==> config.mk <==
export PLATFORM = sky130hd
export DESIGN_NAME = psca_cell
export DESIGN_NICKNAME = d
export VERILOG_FILES = /design/src/hw/rtl/psca_pkg.sv /design/src/hw/rtl/psca_cell.sv
export SDC_FILE = /design/constraint.sdc
export NUM_CORES = 1
export LEC_CHECK = 0
export ABC_CLOCK_PERIOD_IN_PS = 9400
export BUFFER_PORTS_ARGS = -buffer_cell sky130_fd_sc_hd__buf_2
export CAP_MARGIN = 15
export CORE_ASPECT_RATIO = 0.8
export CORE_UTILIZATION = 50
export CTS_CLUSTER_SIZE = 24
export DETAILED_ROUTE_END_ITERATION = 6
export PLACE_DENSITY = 0.76
export SYNTH_ARGS = -nofsm -noshare
export SYNTH_HDL_FRONTEND = slang
export SYNTH_SLANG_ARGS = --single-unit
export TNS_END_PERCENT = 1
==> constraint.sdc <==
create_clock -name aclk -period 9.4 [get_ports aclk]
set_input_delay 0.47 -clock aclk [delete_from_list [all_inputs] [get_ports aclk]]
set_output_delay 0.47 -clock aclk [all_outputs]
set_load 0.02 [all_outputs]
==> src/hw/rtl/psca_pkg.sv <==
`timescale 1ns / 1ps
// package for the per-source connection admission core
// table size, field widths, status, operation and register codes, reset limits, cell chain types

package psca_pkg;

    localparam int TABLE_ENTRIES = 64;
    localparam int ADDR_W        = 64;
    localparam int CNT_W         = 16;
    localparam int STATUS_W      = 2;
    localparam int PADDR_W       = 3;
    localparam int PDATA_W       = 32;

    localparam logic [STATUS_W-1:0] STATUS_DONE   = 2'd0;
    localparam logic [STATUS_W-1:0] STATUS_GLOBAL = 2'd1;
    localparam logic [STATUS_W-1:0] STATUS_SOURCE = 2'd2;
    localparam logic [STATUS_W-1:0] STATUS_FULL   = 2'd3;

    localparam logic OP_ADMIT   = 1'b0;
    localparam logic OP_RELEASE = 1'b1;

    localparam logic REG_GLOBAL_LIMIT = 1'b0;
    localparam logic REG_SOURCE_LIMIT = 1'b1;

    localparam logic [CNT_W-1:0] GLOBAL_LIMIT_RESET = 16'd1024;
    localparam logic [CNT_W-1:0] SOURCE_LIMIT_RESET = 16'd16;

    typedef struct packed {
        logic alloc;
        logic inc;
        logic dec;
    } cell_cmd_t;

    typedef struct packed {
        logic             free_seen;
        logic             hit;
        logic [CNT_W-1:0] count;
    } chain_t;

endpackage

==> src/hw/rtl/psca_cell.sv <==
`timescale 1ns / 1ps
// one table entry of the admission core: address, count and valid bit
// depends on psca_pkg; chained to its neighbors through chain_t

module psca_cell import psca_pkg::*; (
    input  logic              aclk,
    input  logic              aresetn,
    input  logic [ADDR_W-1:0] key_high,
    input  logic [ADDR_W-1:0] key_low,
    input  cell_cmd_t         cmd,
    input  chain_t            chain_in,
    output chain_t            chain_out
);

    logic              valid_reg;
    logic              hit_reg;
    logic [ADDR_W-1:0] addr_high_reg;
    logic [ADDR_W-1:0] addr_low_reg;
    logic [CNT_W-1:0]  count_reg;
    logic              first_free;
    logic              take;

    assign first_free = !valid_reg && !chain_in.free_seen;
    assign take       = cmd.alloc && first_free;

    always_ff @(posedge aclk) begin
        if (!aresetn) begin
            valid_reg <= 1'b0;
            hit_reg   <= 1'b0;
        end else begin
            hit_reg <= valid_reg && (addr_high_reg == key_high) && (addr_low_reg == key_low);
            if (take) begin
                valid_reg <= 1'b1;
            end else if (cmd.dec && hit_reg && (count_reg <= CNT_W'(1))) begin
                valid_reg <= 1'b0;
            end
        end
    end

    always_ff @(posedge aclk) begin
        if (take) begin
            addr_high_reg <= key_high;
            addr_low_reg  <= key_low;
            count_reg     <= CNT_W'(1);
        end else if (cmd.inc && hit_reg) begin
            count_reg <= count_reg + CNT_W'(1);
        end else if (cmd.dec && hit_reg) begin
            count_reg <= count_reg - CNT_W'(1);
        end
    end

    assign chain_out.free_seen = chain_in.free_seen | !valid_reg;
    assign chain_out.hit       = chain_in.hit | hit_reg;
    assign chain_out.count     = chain_in.count | (hit_reg ? count_reg : '0);

endmodule

==> key figures <==
Worst setup path
  – CP endpoint kind: register
  – CP cell instances: nor3b_2, buf_4, buf_4
  – Crit Path Max Fanout: 83
  – Critical path arrival: 2.56 ns
  – Critical path class: reg -> reg
  – CP Data Required Time: 9.44 ns
  – Worst reg-to-reg setup slack: 6.87 ns
  – Critical Path Start: valid_reg
  – CP most frequent cell: buf_4
  – Reg2reg start: valid_reg
  – Crit-path slowest cell: buf_4
  – CP peak stage delay: 0.91 ns
  – Setup crit start kind: register

Clocking
  – CTS Hold Buffers Added: 0
  – CTS H-tree lvls: 4
  – Clk_lat worst skew: 0.42 ns
  – Clock sink total: 146
  – Resized Gates After CTS: 0
  – CTS Buffer Depth: 2
  – CTS clock-pin slew for the worst setup and hold paths: 0.06 ns
  – Root Driver: clkbuf_16
  – Cts bufs inserted: 17
  – TritonCTS clock tree: built
  – Post-CTS setup buffers: 0

Finish
  – Area Overhead vs Synth: 23.50%
  – Fill cells: 997
  – Final core utilization: 0.6433
  – Register area: 4204 um^2
  – Share of layout cells above drive strength 1: 0.2883
  – Final instance area: 8398 um^2
  – Multi-input combinational cell area: 2425 um^2
  – Count of nets after finishing: 853

Detailed routing
  – Wirelength per Cell: 16.64 um
  – DRC Markers: 0
  – Routed vias: 4768
  – DRT iter0 DRCs: 329
  – Detailed Routing Iterations Pass 1: 7
  – Vias per cell: 5.363
  – Final WL: 14.79 mm
  – Post-route ant nets: 0

Die
  – # IOs: 169
  – Die boundary height: 106.3 um
  – Initial core utilization: 0.5209
  – Core area: 13060 um^2
  – Die area: 14070 um^2
  – Std-Cell Rows: 37
  – Die Wd: 132.4 um

Yosys
  – Top-count cell post-synth: edfxtp_1
  – Seq/Total Area, Yosys: 0.6182
  – Post-synth EDFFs: 128
  – Mapped Area: 6800 um^2
  – Flops & latches, synth: 146
  – Warnings, synthesis: 0
  – Top cells by count, synth: edfxtp_1 (128), xnor2_1 (70), nand2b_1 (41)
  – Synthesized Nets: 674
  – Async S/R FF share, synth: 0
  – Share of the synthesized area in the top cell type: 0.5652
  – Area contributors post-synth: edfxtp_1 (57%), xnor2_1 (9.0%), dfxtp_1 (5.3%)
  – Avg Cell Area, Syn: 13.08 um^2
  – Synth Area in Adders: 0.005520
  – Post-synthesis mux area share: 0.001472
  – Gate Count Post-Synth: 520
  – Primary FF master, synth: edfxtp_1
  – Synth Area in XOR/XNOR: 0.1017
  – Post-synth cell types: 48
  – Largest family of logic cells by synthesized area: simple AND/OR/NAND/NOR gates
  – Post-synth top area cell: edfxtp_1
  – Post-Synth Simple-Gate Area: 0.1523
  – Compound-cell area share of the yosys netlist: 0.09476

STA
  – Slew margin rel.: 0.3317
  – Final Max Slew Viols: 0
  – Final WS setup: 6.874 ns
  – RSZ-0062 raised after global routing: no
  – Final period utilization: 0.2687
  – Final hold violation count: 0
  – Endpoints failing setup: 0
  – F_max: 395.9 MHz
  – Total Neg Setup Slack: 0 ns
  – Worst-margin pin slew: 1.002 ns
  – Clock Skew: 0.005225 ns
  – Fin crit period: 2.526 ns

GRT
  – First-pass GRT wire length: 23.91 mm
  – Grt met2 use: 0.3485
  – Met3 usage: 0.06342
  – Gr ovfl total: 0
  – Pin count of the biggest net entering global routing: 84
  – Met1 usage: 0.3030
  – Vias in the first global route: 4752
  – Grt peak-use layer: met2
  – GRT Total Usage: 0.2249
  – Antenna violations before repair: 3

Outcome
  – Outcome: finished, final reports clean

Pwr
  – Pleak: 3.251 nW
  – Power Density: 181.4 nW/um^2
  – Peak VDD IR: 0.0001290 V

Place
  – PortBufs: 168
  – DP Worst Slack: 6.680 ns
  – Area post-placement: 7828 um^2
  – GP Congestion: 0.8754
  – Post-detail-place hpwl: 11.03 mm

Flow run
  – Number of max-cap violations: 0

Min path
  – Hold Path Origin: key_low[45]
  – Hold WC Path Type: in -> reg
## report_power, final
part,internal [W],switching (W)
combinational,0.0000598,0.0000665
clock,0.000387,0.000263
sequential,0.000737,0.0000107
total,0.00118,0.000340
## worst max-delay path: cells and delay by family, from the launching register on
| kind | cells | cell delay (ns) |
|---|---|---|
| AND/OR/NAND/NOR | 1 | 0.18 |
| flip-flops | 1 | 0.35 |
| buffers and inverters | 2 | 1.53 |
## routing by layer
layer	share of wire	wire length, um
met5	0	0
met4	0.014	212
met3	0.073	1078
met2	0.46	6780
met1	0.45	6719
## logic make-up after synthesis
group,count (synthesis)
muxes,1
adders and majority gates,3
buffers and inverters,43
and+or+nand+nor,174
xor gates and xnor gates,79
DFF,146
AOI/OAI and AO/OA,74
## cell type report
cell class	count	area share
diodes	3	0.0008939
clock buffers	17	0.05066
repair buffers	170	0.1019
well taps	175	0.02607
multi-input cells	331	0.2887
flip-flops and latches	146	0.5006
clock inverters	14	0.01639
inverters	33	0.01475
## metrics by stage
stage	instances	hold slack (ns)	power (W)
2_1_floorplan	520	0.4923	0.0008256
3_3_place_gp	855	0.5228	0.0008817
3_5_place_dp	855	0.5439	0.0008868
4_1_cts	886	0.2255	0.001533
5_1_grt	888	0.2307	0.001573
6_report	889	0.2403	0.001524
## path summary, 6_finish.rpt
path | cells past startpoint | to
setup / recovery | 3 | addr_low_reg[0]
hold / removal | 1 | addr_low_reg[45]
setup reg to reg | 3 | addr_low_reg[0]
hold reg to reg | 2 | count_reg[13]
## cell usage in the layout, fill, tap and decap left out, types with 4 or more instances in the layout
master      count
buf_2         168
edfxtp_1      128
xnor2_1        70
nand2b_1       41
nor2b_1        38
inv_1          33
nand4_1        20
dfxtp_1        18
nor4_1         17
clkbuf_16      17
a21o_1         16
nor2_1         16
o2111ai_1      13
a2111o_1       12
nand3_1        11
nand2_1        10
xor2_1          9
a21oi_1         6
o22ai_1         6
and3_1          4
nor3_1          4
clkinvlp_4      4
Note: power is estimated with default switching activity, not from simulation.
