[src/hw/rtl/psca_pkg.sv]
`timescale 1ns / 1ps
// package for the per-source connection admission core
// table size, field widths, status, operation and register codes, reset limits, cell chain types

package psca_pkg;

    localparam int TABLE_ENTRIES = 64;
    localparam int ADDR_W        = 64;
    localparam int CNT_W         = 16;
    localparam int STATUS_W      = 2;
    localparam int PADDR_W       = 3;
    localparam int PDATA_W       = 32;

    localparam logic [STATUS_W-1:0] STATUS_DONE   = 2'd0;
    localparam logic [STATUS_W-1:0] STATUS_GLOBAL = 2'd1;
    localparam logic [STATUS_W-1:0] STATUS_SOURCE = 2'd2;
    localparam logic [STATUS_W-1:0] STATUS_FULL   = 2'd3;

    localparam logic OP_ADMIT   = 1'b0;
    localparam logic OP_RELEASE = 1'b1;

    localparam logic REG_GLOBAL_LIMIT = 1'b0;
    localparam logic REG_SOURCE_LIMIT = 1'b1;

    localparam logic [CNT_W-1:0] GLOBAL_LIMIT_RESET = 16'd1024;
    localparam logic [CNT_W-1:0] SOURCE_LIMIT_RESET = 16'd16;

    typedef struct packed {
        logic alloc;
        logic inc;
        logic dec;
    } cell_cmd_t;

    typedef struct packed {
        logic             free_seen;
        logic             hit;
        logic [CNT_W-1:0] count;
    } chain_t;

endpackage

[src/hw/rtl/psca_cfg.sv]
`timescale 1ns / 1ps
// configuration registers of the admission core behind an apb-style port
// depends on psca_pkg for register codes and reset values

module psca_cfg import psca_pkg::*; (
    input  logic               aclk,
    input  logic               aresetn,
    input  logic               psel,
    input  logic               penable,
    input  logic               pwrite,
    input  logic [PADDR_W-1:0] paddr,
    input  logic [PDATA_W-1:0] pwdata,
    output logic [PDATA_W-1:0] prdata,
    output logic               pready,
    output logic [CNT_W-1:0]   global_limit,
    output logic [CNT_W-1:0]   source_limit
);

    logic [CNT_W-1:0] global_limit_reg;
    logic [CNT_W-1:0] source_limit_reg;
    logic             wr_en;

    assign pready = 1'b1;
    assign wr_en  = psel && penable && pwrite && pready;

    always_ff @(posedge aclk) begin
        if (!aresetn) begin
            global_limit_reg <= GLOBAL_LIMIT_RESET;
            source_limit_reg <= SOURCE_LIMIT_RESET;
        end else if (wr_en) begin
            unique case (paddr[2])
                REG_GLOBAL_LIMIT: global_limit_reg <= pwdata[CNT_W-1:0];
                REG_SOURCE_LIMIT: source_limit_reg <= pwdata[CNT_W-1:0];
                default: ;
            endcase
        end
    end

    always_comb begin
        unique case (paddr[2])
            REG_GLOBAL_LIMIT: prdata = PDATA_W'(global_limit_reg);
            REG_SOURCE_LIMIT: prdata = PDATA_W'(source_limit_reg);
            default:          prdata = '0;
        endcase
    end

    assign global_limit = global_limit_reg;
    assign source_limit = source_limit_reg;

endmodule

[config.mk]
export PLATFORM = sky130hd
export DESIGN_NAME = psca_cfg
export DESIGN_NICKNAME = d
export VERILOG_FILES = /design/src/hw/rtl/psca_pkg.sv /design/src/hw/rtl/psca_cfg.sv
export SDC_FILE = /design/constraint.sdc
export NUM_CORES = 1
export LEC_CHECK = 0
export CAP_MARGIN = 5
export CORE_ASPECT_RATIO = 0.8
export CORE_MARGIN = 2
export CORE_UTILIZATION = 55
export DETAILED_ROUTE_END_ITERATION = 8
export DONT_BUFFER_PORTS = 1
export PLACE_DENSITY = 0.74
export SLEW_MARGIN = 5
export SYNTH_ARGS = -nofsm -noshare
export SYNTH_HDL_FRONTEND = slang
export SYNTH_SLANG_ARGS = --single-unit
[constraint.sdc]
create_clock -name aclk -period 1.21 [get_ports aclk]
set_clock_uncertainty 0.15 [all_clocks]
set_input_delay 0.1815 -clock aclk [delete_from_list [all_inputs] [get_ports aclk]]
set_output_delay 0.1815 -clock aclk [all_outputs]
set_load 0.005 [all_outputs]
==> summary.md, run 1 <==
| Metric | Value |
|---|---|
| Outcome | complete, but fails checks |
| Failing checks | negative hold slack, negative setup slack |
| Startpoint types | register |
| Die Span Y | 51.9 um |
| Global Route Usage Sum | 0.199 |
| Pin count of the biggest net entering global routing | 51 |
| Commonest non-fill, non-tap cell in the layout | nand2_1 |
| Die ar. | 3320 um^2 |
| Starting density of the core | 0.575 |
| H-tree Lvls | 2 |
| Setup Crit Path Kind | reg2out |
| Mapped Area | 1580 um^2 |
| CP Cell Sequence | mux2_4 |
| Setup crit start | global_limit[4]$_SDFFE_PN0P_ |
| R2r worst-path depth | 2 |
| Row count | 17 |
| Data required time at the worst endpoint | 880 ps |
| Drt pass-1 iters | 3 |
| Peak supply drop | 637 uV |
| CP Data Arrival Time | 930 ps |
| Unrepaired setup endpoints after global routing | yes |
| Synth Register Bits | 32 |
| Crit path depth | 1 |
| Drt total wl | 3130 um |
| Buf/Inv on CP | 0 |
| Setup bufs post-CTS | 0 |
| Die width | 63.9 um |
| Place WS | 110 ps |
| Initial antenna violation count | 0 |
| Post-Syn Instances | 164 |
| Flop-to-flop setup slack | 400 ps |
| Routed len/inst | 15.6 um |
| Final setup viols | 16 |
| Avg Inst Size Synth | 9.63 um^2 |
| Worst setup endpoint | prdata[4] |
| Hold buffers post-CTS | 2 |
| Crit. End Element | output port |
| Post-layout minimum cycle time | 1260 ps |
| Max Buffers Root-to-Sink | 2 |
| Drt first-iter violations | 34 |
| Worst-Skew Late Latency | 300 ps |
| WHS | -139 ps |
| Maxcap violations | 0 |
| Max FO, Critical Path | 3 |
| Final hold vios | 32 |
| Layout cells sized above 1 | 0.362 |
| Clock Pin Slew Worst Setup and Hold Paths | 100 ps |
| Residual DRC | 0 |
| # diodes | 0 |
| Pins Over Slew Limit | 0 |
| CORE AREA | 2740 um^2 |
| Max Clock Freq | 791 MHz |
| RR Startpoint | global_limit[10]$_SDFFE_PN1P_ |
| P&R area growth vs syn | 6.66% |
| Library cells used by synthesis | 14 |
| Worst path slowest cell | dfxtp_2 |
| Via count | 1054 |
| CTS Sinks | 32 |
| Power Density | 1100 nW/um^2 |
| CTS root buffer | clkbuf_4 |
| GP Congestion | 0.640 |
| Slack of the critical path | -54.9 ps |
| Commonest cells after routing, fill and taps aside | nand2_1, mux2i_1, dfxtp_2, conb_1, mux2_4 |
| CTS tree | done |
| GRT overflow | 0 |
| Top Family by Delay on Critical Path | flip-flops |
| Nets | 202 |
| Number of vias per cell | 5.24 |
| Reg2Reg Capture Point | global_limit[10]$_SDFFE_PN1P_ |
| Tcrit/Tclk final | 1.05 |
| First-pass GRT wire length | 5020 um |
| Leakage | 0.728 nW |
| Vias in the first global route | 1087 |
| Buffers on Ports | 0 |
| Final Util | 0.614 |
| IO Count | 105 |
| Yosys warning total | 0 |
| Dpl hpwl | 2170 um |
| Hold Crit Class | in2reg |
| Post-synthesis sequential area ratio | 0.406 |
| Post-DRT Antenna Nets | 0 |
| CP max stage delay | 350 ps |
| Cts bufs inserted | 5 |
[worst reg2reg max path, cell delays in order, from the launching register on]
cell and delay [ps]:
dfxtp_2 350, nor2b_1 110, mux2i_1 80
[routing by layer]
metal	wire length, um	vias up	track usage
li1	-	497	-
met1	1250	506	0.208
met2	1640	49	0.378
met3	231	2	0.0714
met4	13	0	0.0543
met5	0	-	0
[cell usage after synthesis (all sizes together)]
master | count | area [um^2]
mux2 | 16 | 180
mux2i | 32 | 320
conb | 2 | 7.51
clkbuf | 6 | 22.5
and4b | 1 | 10.0
dfxtp | 32 | 641
nor2b | 4 | 25.0
buf | 23 | 185
and4 | 1 | 8.76
nand4 | 1 | 6.26
nand2 | 46 | 173
[repair_timing]
item,in CTS,in global routing
gates resized for setup,46,0
gates cloned,0,0
endpoints found under the setup margin,16,16
endpoints found under the hold margin,32,32
[power by group]
| part | total, mW | switching, mW | internal [mW] |
|---|---|---|---|
| Sequential | 1.10 | 0.0233 | 1.08 |
| Clock | 0.614 | 0.338 | 0.276 |
| Combinational | 0.131 | 0.0609 | 0.0703 |
[area by class of cell]
| class | count | area [um^2] |
|---|---|---|
| Sequential cell | 32 | 681 |
| Multi-Input combinational cell | 118 | 840 |
| Clock buffer | 6 | 51.3 |
| Fill cell | 229 | 1060 |
| Tap cell | 38 | 47.5 |
| Timing Repair Buffer | 5 | 55.1 |
| Clock inverter | 2 | 10.0 |
[per-stage QoR]
| stage | cells | cell area (um^2) | TNS (ps) | hold WS (ps) | power [mW] |
|---|---|---|---|---|---|
| 2_1_floorplan | 179 | 1640 | 0 | 174 | 1.29 |
| 3_3_place_gp | 191 | 1510 | 0 | 178 | 1.23 |
| 3_5_place_dp | 191 | 1510 | 0 | 187 | 1.24 |
| 4_1_cts | 201 | 1680 | -1040 | -163 | 1.87 |
| 5_1_grt | 201 | 1680 | -1440 | -162 | 1.94 |
| 6_report | 201 | 1680 | -724 | -139 | 1.85 |
[cells by family after synthesis]
kind of cell | synth area share
buffers and inverters | 0.132
multiplexers | 0.317
AND/OR/NAND/NOR | 0.141
other | 0.00476
flip-flops | 0.406
[worst min path at each step]
stage | startpoint | to | slack [ps] | depth (start not counted)
finish | aresetn | global_limit[0]$_SDFFE_PN0P_ | -140 | 2
global route | aresetn | global_limit[1]$_SDFFE_PN0P_ | -160 | 2
CTS | aresetn | global_limit[8]$_SDFFE_PN0P_ | -160 | 2
detailed placement | aresetn | global_limit[15]$_SDFFE_PN0P_ | 190 | 2
global placement | pwdata[10] | source_limit[10]$_SDFFE_PN0P_ | 180 | 2
floorplan | pwdata[10] | source_limit[10]$_SDFFE_PN0P_ | 170 | 2
Note: power is estimated with default switching activity, not from simulation.
==> run 2: changes to the inputs <==
--- a/config.mk
+++ b/config.mk
@@ -7,7 +7,7 @@
 export LEC_CHECK = 0
 export CAP_MARGIN = 5
 export CORE_ASPECT_RATIO = 0.8
-export CORE_MARGIN = 2
+export CORE_MARGIN = 4
 export CORE_UTILIZATION = 55
 export DETAILED_ROUTE_END_ITERATION = 8
 export DONT_BUFFER_PORTS = 1
==> summary.md, run 2 (synthesis results as in run 1) <==
| Metric | Value |
|---|---|
| Drt total wl | 3380 um (+8.0%) |
| Die Span Y | 55.9 um (+7.7%) |
| CTS Sinks | 32 (unchanged) |
| Initial antenna violation count | 0 (unchanged) |
| Setup tns final | -1060 ps (-331 ps) |
| Top Family by Delay on Critical Path | flip-flops |
| Cts bufs inserted | 5 (unchanged) |
| Sequential share of power | 0.595 (-0.002) |
| CP Cell Sequence | mux2_4 |
| Hold Crit Class | in2reg |
| IO Count | 105 (unchanged) |
| Crit. End Element | output port |
| Number of vias per cell | 5.28 (+0.68%) |
| Setup Crit Path Kind | reg2out |
| GP Congestion | 0.624 (-2.5%) |
| Clk pwr share | 0.332 (about the same) |
| Placed Area | 1510 um^2 (-0.33%) |
| P&R area growth vs syn | 7.45% |
| Via count | 1077 (+2.2%) |
| Layout cells sized above 1 | 0.349 (-0.0126) |
| Place WS | 107 ps (-3.34 ps) |
| Failing checks | negative hold slack, negative setup slack |
| Power Density | 1090 nW/um^2 (-0.32%) |
| Drt pass-1 iters | 4 (+1) |
| CTS tree | done |
| Drt first-iter violations | 35 (+2.9%) |
| Worst path slowest cell | dfxtp_2 |
| GRT overflow | 0 (unchanged) |
| H-tree Lvls | 2 (unchanged) |
| Tcrit/Tclk final | 1.06 (+0.0158) |
| Setup bufs post-CTS | 0 (unchanged) |
| Internal | 1.44 mW (+0.93%) |
| Slack of the critical path | -74.0 ps (-19.1 ps) |
| Outcome | complete, but fails checks |
| Final hold vios | 32 (unchanged) |
| Pins Over Slew Limit | 0 (unchanged) |
| CTS root buffer | clkbuf_4 |
| Buffers on Ports | 0 (unchanged) |
| Post-layout minimum cycle time | 1280 ps (+19.1 ps) |
| Startpoint types | register |
| First-pass GRT wire length | 5060 um (+0.82%) |
| Row count | 17 (unchanged) |
| Switching share of power | 0.224 (-0.00394) |
| Dpl hpwl | 2400 um (+10%) |
| Global Route Usage Sum | 0.179 (-0.0203) |
| Max Clock Freq | 779 MHz (-1.5%) |
| CP Data Arrival Time | 950 ps (+20 ps) |
| # diodes | 0 (unchanged) |
| Logic pwr share | 0.073 (+0.002) |
| CP max stage delay | 350 ps (about the same) |
| Commonest non-fill, non-tap cell in the layout | nand2_1 |
| Buf/Inv on CP | 0 (unchanged) |
| Final setup viols | 16 (unchanged) |
| Die width | 67.9 um (+6.3%) |
| Worst-Skew Late Latency | 320 ps (+20 ps) |
| Final instance area | 1700 um^2 (+0.74%) |
| Die ar. | 3800 um^2 (+14%) |
| WHS | -161 ps (-22.0 ps) |
| Data required time at the worst endpoint | 880 ps (about the same) |
| Unrepaired setup endpoints after global routing | yes |
| Residual DRC | 0 (unchanged) |
| Vias in the first global route | 1040 (-4.3%) |
| Leakage | 0.734 nW (+0.74%) |
| Routed len/inst | 16.6 um (+6.4%) |
| Starting density of the core | 0.575 (unchanged) |
| Sw power | 416 uW (-1.3%) |
| Maxcap violations | 0 (unchanged) |
| Clock Pin Slew Worst Setup and Hold Paths | 90 ps (about the same) |
| Max FO, Critical Path | 3 (unchanged) |
| Nets | 205 (+1.5%) |
| CORE AREA | 2740 um^2 (unchanged) |
| Pin count of the biggest net entering global routing | 51 (unchanged) |
| Post-DRT Antenna Nets | 0 (unchanged) |
| Commonest cells after routing, fill and taps aside | nand2_1, mux2i_1, dfxtp_2, conb_1, mux2_4 |
| Peak supply drop | 778 uV (+22%) |
| Max Buffers Root-to-Sink | 2 (unchanged) |
## run 2: cell types whose count changed in the layout (fill, tap and decap cells not counted), sizes merged
| cell | change |
|---|---|
| clkinv | -2 |
| buf | +1 |
| dlygate4sd3 | +2 |
| clkbuf | +2 |
## run 2: area by class of cell
cell class | count | area [um^2]
clock buffer | 8 | 58.8
fill | 245 | 1050
multi-input combinational | 118 | 840
sequential | 32 | 681
tap | 38 | 47.5
timing repair buffer | 8 | 70.1
## run 2: what timing repair did
action                                 CTS  global route
endpoints found under the hold margin   32            32
resized for setup                       43             3
hold buffers                             2             2
setup endpoints to repair               16            16
gates cloned                             0             0
## run 2: final timing paths
path	from	to	slack [ps]	depth (start not counted)
max	global_limit[2]$_SDFFE_PN0P_	prdata[2]	-70	1
min	aresetn	global_limit[2]$_SDFFE_PN0P_	-160	2
max reg2reg	global_limit[8]$_SDFFE_PN0P_	global_limit[8]$_SDFFE_PN0P_	420	2
min reg2reg	source_limit[12]$_SDFFE_PN0P_	source_limit[12]$_SDFFE_PN0P_	330	2
## run 2: power by group through the flow
stage / Combinational, mW / Clock [mW] / Sequential [mW]
2_1_floorplan: 0.174 / 0 / 1.12
3_3_place_gp: 0.108 / 0 / 1.12
3_5_place_dp: 0.115 / 0 / 1.12
4_1_cts: 0.129 / 0.635 / 1.10
5_1_grt: 0.150 / 0.697 / 1.11
6_report: 0.136 / 0.616 / 1.10
## run 2: metal layers
layer  routed length, um  global-route usage  up-vias  share of wire
met2                1740               0.294       63           0.51
li1                    -                   -      510              -
met5                   0                   0        -              0
met1                1150               0.193      496           0.34
met4                  67              0.0850        0          0.020
met3                 426              0.0768        8           0.13
## run 2: metrics by stage
step | hold WS, ps | power (mW) | instances | utilization
3_5_place_dp | 189 | 1.24 | 192 | 0.549
4_1_cts | -177 | 1.87 | 202 | 0.607
6_report | -161 | 1.86 | 204 | 0.618
2_1_floorplan | 174 | 1.29 | 179 | -
3_3_place_gp | 177 | 1.23 | 192 | 0.549
5_1_grt | -183 | 1.96 | 204 | 0.618
==> run 3: changes to the inputs <==
--- a/config.mk
+++ b/config.mk
@@ -12,6 +12,7 @@
 export DETAILED_ROUTE_END_ITERATION = 8
 export DONT_BUFFER_PORTS = 1
 export PLACE_DENSITY = 0.74
+export SETUP_SLACK_MARGIN = 0.1
 export SLEW_MARGIN = 5
 export SYNTH_ARGS = -nofsm -noshare
 export SYNTH_HDL_FRONTEND = slang
==> summary.md, run 3 (synthesis results as in run 1) <==
| Metric | Value |
|---|---|
| Outcome | complete, but fails checks |
| Failing checks | negative hold slack, negative setup slack |
| Leakage | 0.731 nW (-0.34%) |
| Routed len/inst | 16.8 um (+1.4%) |
| Commonest non-fill, non-tap cell in the layout | nand2_1 |
| Max Clock Freq | 769 MHz (-1.2%) |
| Final Util | 0.620 (+0.00182) |
| H-tree Lvls | 2 (unchanged) |
| Pins Over Slew Limit | 0 (unchanged) |
| Final hold vios | 32 (unchanged) |
| Setup tns final | -1230 ps (-171 ps) |
| Clock Pin Slew Worst Setup and Hold Paths | 90 ps (about the same) |
| Residual DRC | 0 (unchanged) |
| Tcrit/Tclk final | 1.07 (+0.0133) |
| Vias in the first global route | 1106 (+6.3%) |
| P&R area growth vs syn | 7.77% |
| Setup bufs post-CTS | 0 (unchanged) |
| CP max stage delay | 350 ps (about the same) |
| FILL cells | 245 (unchanged) |
| Initial antenna violation count | 0 (unchanged) |
| Crit. End Element | output port |
| GRT overflow | 0 (unchanged) |
| CTS Sinks | 32 (unchanged) |
| Commonest cells after routing, fill and taps aside | nand2_1, mux2i_1, dfxtp_2, conb_1, mux2_4 |
| Max Buffers Root-to-Sink | 2 (unchanged) |
| CORE AREA | 2740 um^2 (unchanged) |
| Starting density of the core | 0.575 (unchanged) |
| Hold Crit Class | in2reg |
| CP Data Arrival Time | 970 ps (+20 ps) |
| Peak supply drop | 662 uV (-15%) |
| Slack of the critical path | -90.0 ps (-16.1 ps) |
| # diodes | 0 (unchanged) |
| Startpoint types | register |
| Nets | 204 (-0.49%) |
| Die Span Y | 55.9 um (unchanged) |
| Layout cells sized above 1 | 0.345 (-0.00394) |
| Number of vias per cell | 5.38 (+2.0%) |
| Pin count of the biggest net entering global routing | 51 (unchanged) |
| GP Congestion | 0.650 (+4.1%) |
| Maxcap violations | 0 (unchanged) |
| Placed Area | 1510 um^2 (+0.33%) |
| Drt pass-1 iters | 4 (unchanged) |
| Setup Crit Path Kind | reg2out |
| Worst-Skew Late Latency | 330 ps (about the same) |
| CP Cell Sequence | mux2_4 |
| Die width | 67.9 um (unchanged) |
| Dpl hpwl | 2300 um (-4.0%) |
| CTS tree | done |
| Cts bufs inserted | 5 (unchanged) |
| Post-DRT Antenna Nets | 0 (unchanged) |
| Post-layout minimum cycle time | 1300 ps (+16.1 ps) |
| Final setup viols | 16 (unchanged) |
| Row count | 17 (unchanged) |
| Data required time at the worst endpoint | 880 ps (about the same) |
| Buffers on Ports | 0 (unchanged) |
| Drt total wl | 3410 um (+0.95%) |
| Drt first-iter violations | 45 (+29%) |
| IO Count | 105 (unchanged) |
| Unrepaired setup endpoints after global routing | yes |
| Die ar. | 3800 um^2 (unchanged) |
| Max FO, Critical Path | 3 (unchanged) |
| Power Density | 1100 nW/um^2 (+0.67%) |
| Final instance area | 1700 um^2 (+0.29%) |
| WHS | -165 ps (-4.33 ps) |
| Top Family by Delay on Critical Path | flip-flops |
| Global Route Usage Sum | 0.181 (+0.00235) |
| Buf/Inv on CP | 0 (unchanged) |
| First-pass GRT wire length | 5020 um (-0.67%) |
| Via count | 1093 (+1.5%) |
| CTS root buffer | clkbuf_4 |
| Worst path slowest cell | dfxtp_2 |
## run 3: cell types whose count changed in the layout (fill, tap and decap cells not counted)
cell and delta:
buf_12 +1, buf_4 -2
## run 3: path summary, 6_finish.rpt
kind / start / end / depth (start not counted) / slack [ps]
min reg2reg: global_limit[1]$_SDFFE_PN0P_ / global_limit[1]$_SDFFE_PN0P_ / 2 / 330
max reg2reg: source_limit[11]$_SDFFE_PN0P_ / source_limit[11]$_SDFFE_PN0P_ / 2 / 410
max: global_limit[4]$_SDFFE_PN0P_ / prdata[4] / 1 / -90
min: aresetn / source_limit[10]$_SDFFE_PN0P_ / 2 / -170
## run 3: power breakdown
part           switching (mW)  leakage (nW)  internal [mW]
Clock                   0.346        0.0326          0.286
Combinational          0.0631         0.426         0.0745
Sequential             0.0245         0.273           1.08
## run 3: what timing repair did
| action | CTS | global route |
|---|---|---|
| resized for setup | 44 | 2 |
| hold buffers | 2 | 2 |
| setup endpoints to repair | 16 | 16 |
| hold endpoints to repair | 32 | 32 |
## run 3: area by class of cell
class	instances	area (um^2)	share of cell area
clock buffer	8	58.8	0.0346
multi-input combinational	118	840	0.493
sequential	32	681	0.400
tap	38	47.5	0.0279
timing repair buffer	7	75.1	0.0441
## run 3: routing by layer
metal,routed length [um],up-vias,track usage
met5,0,-,0
li1,-,510,-
met1,1220,506,0.181
met4,102,0,0.102
met2,1690,66,0.300
met3,398,11,0.0869
## run 3: stage by stage
stage	hold WS (ps)	instances	worst slack [ps]	power, mW
finish	-165	203	-90.0	1.87
global route	-174	203	-125	1.97
CTS	-179	201	-101	1.89
detailed placement	182	191	109	1.24
global placement	179	191	157	1.23
floorplan	174	179	16.2	1.29
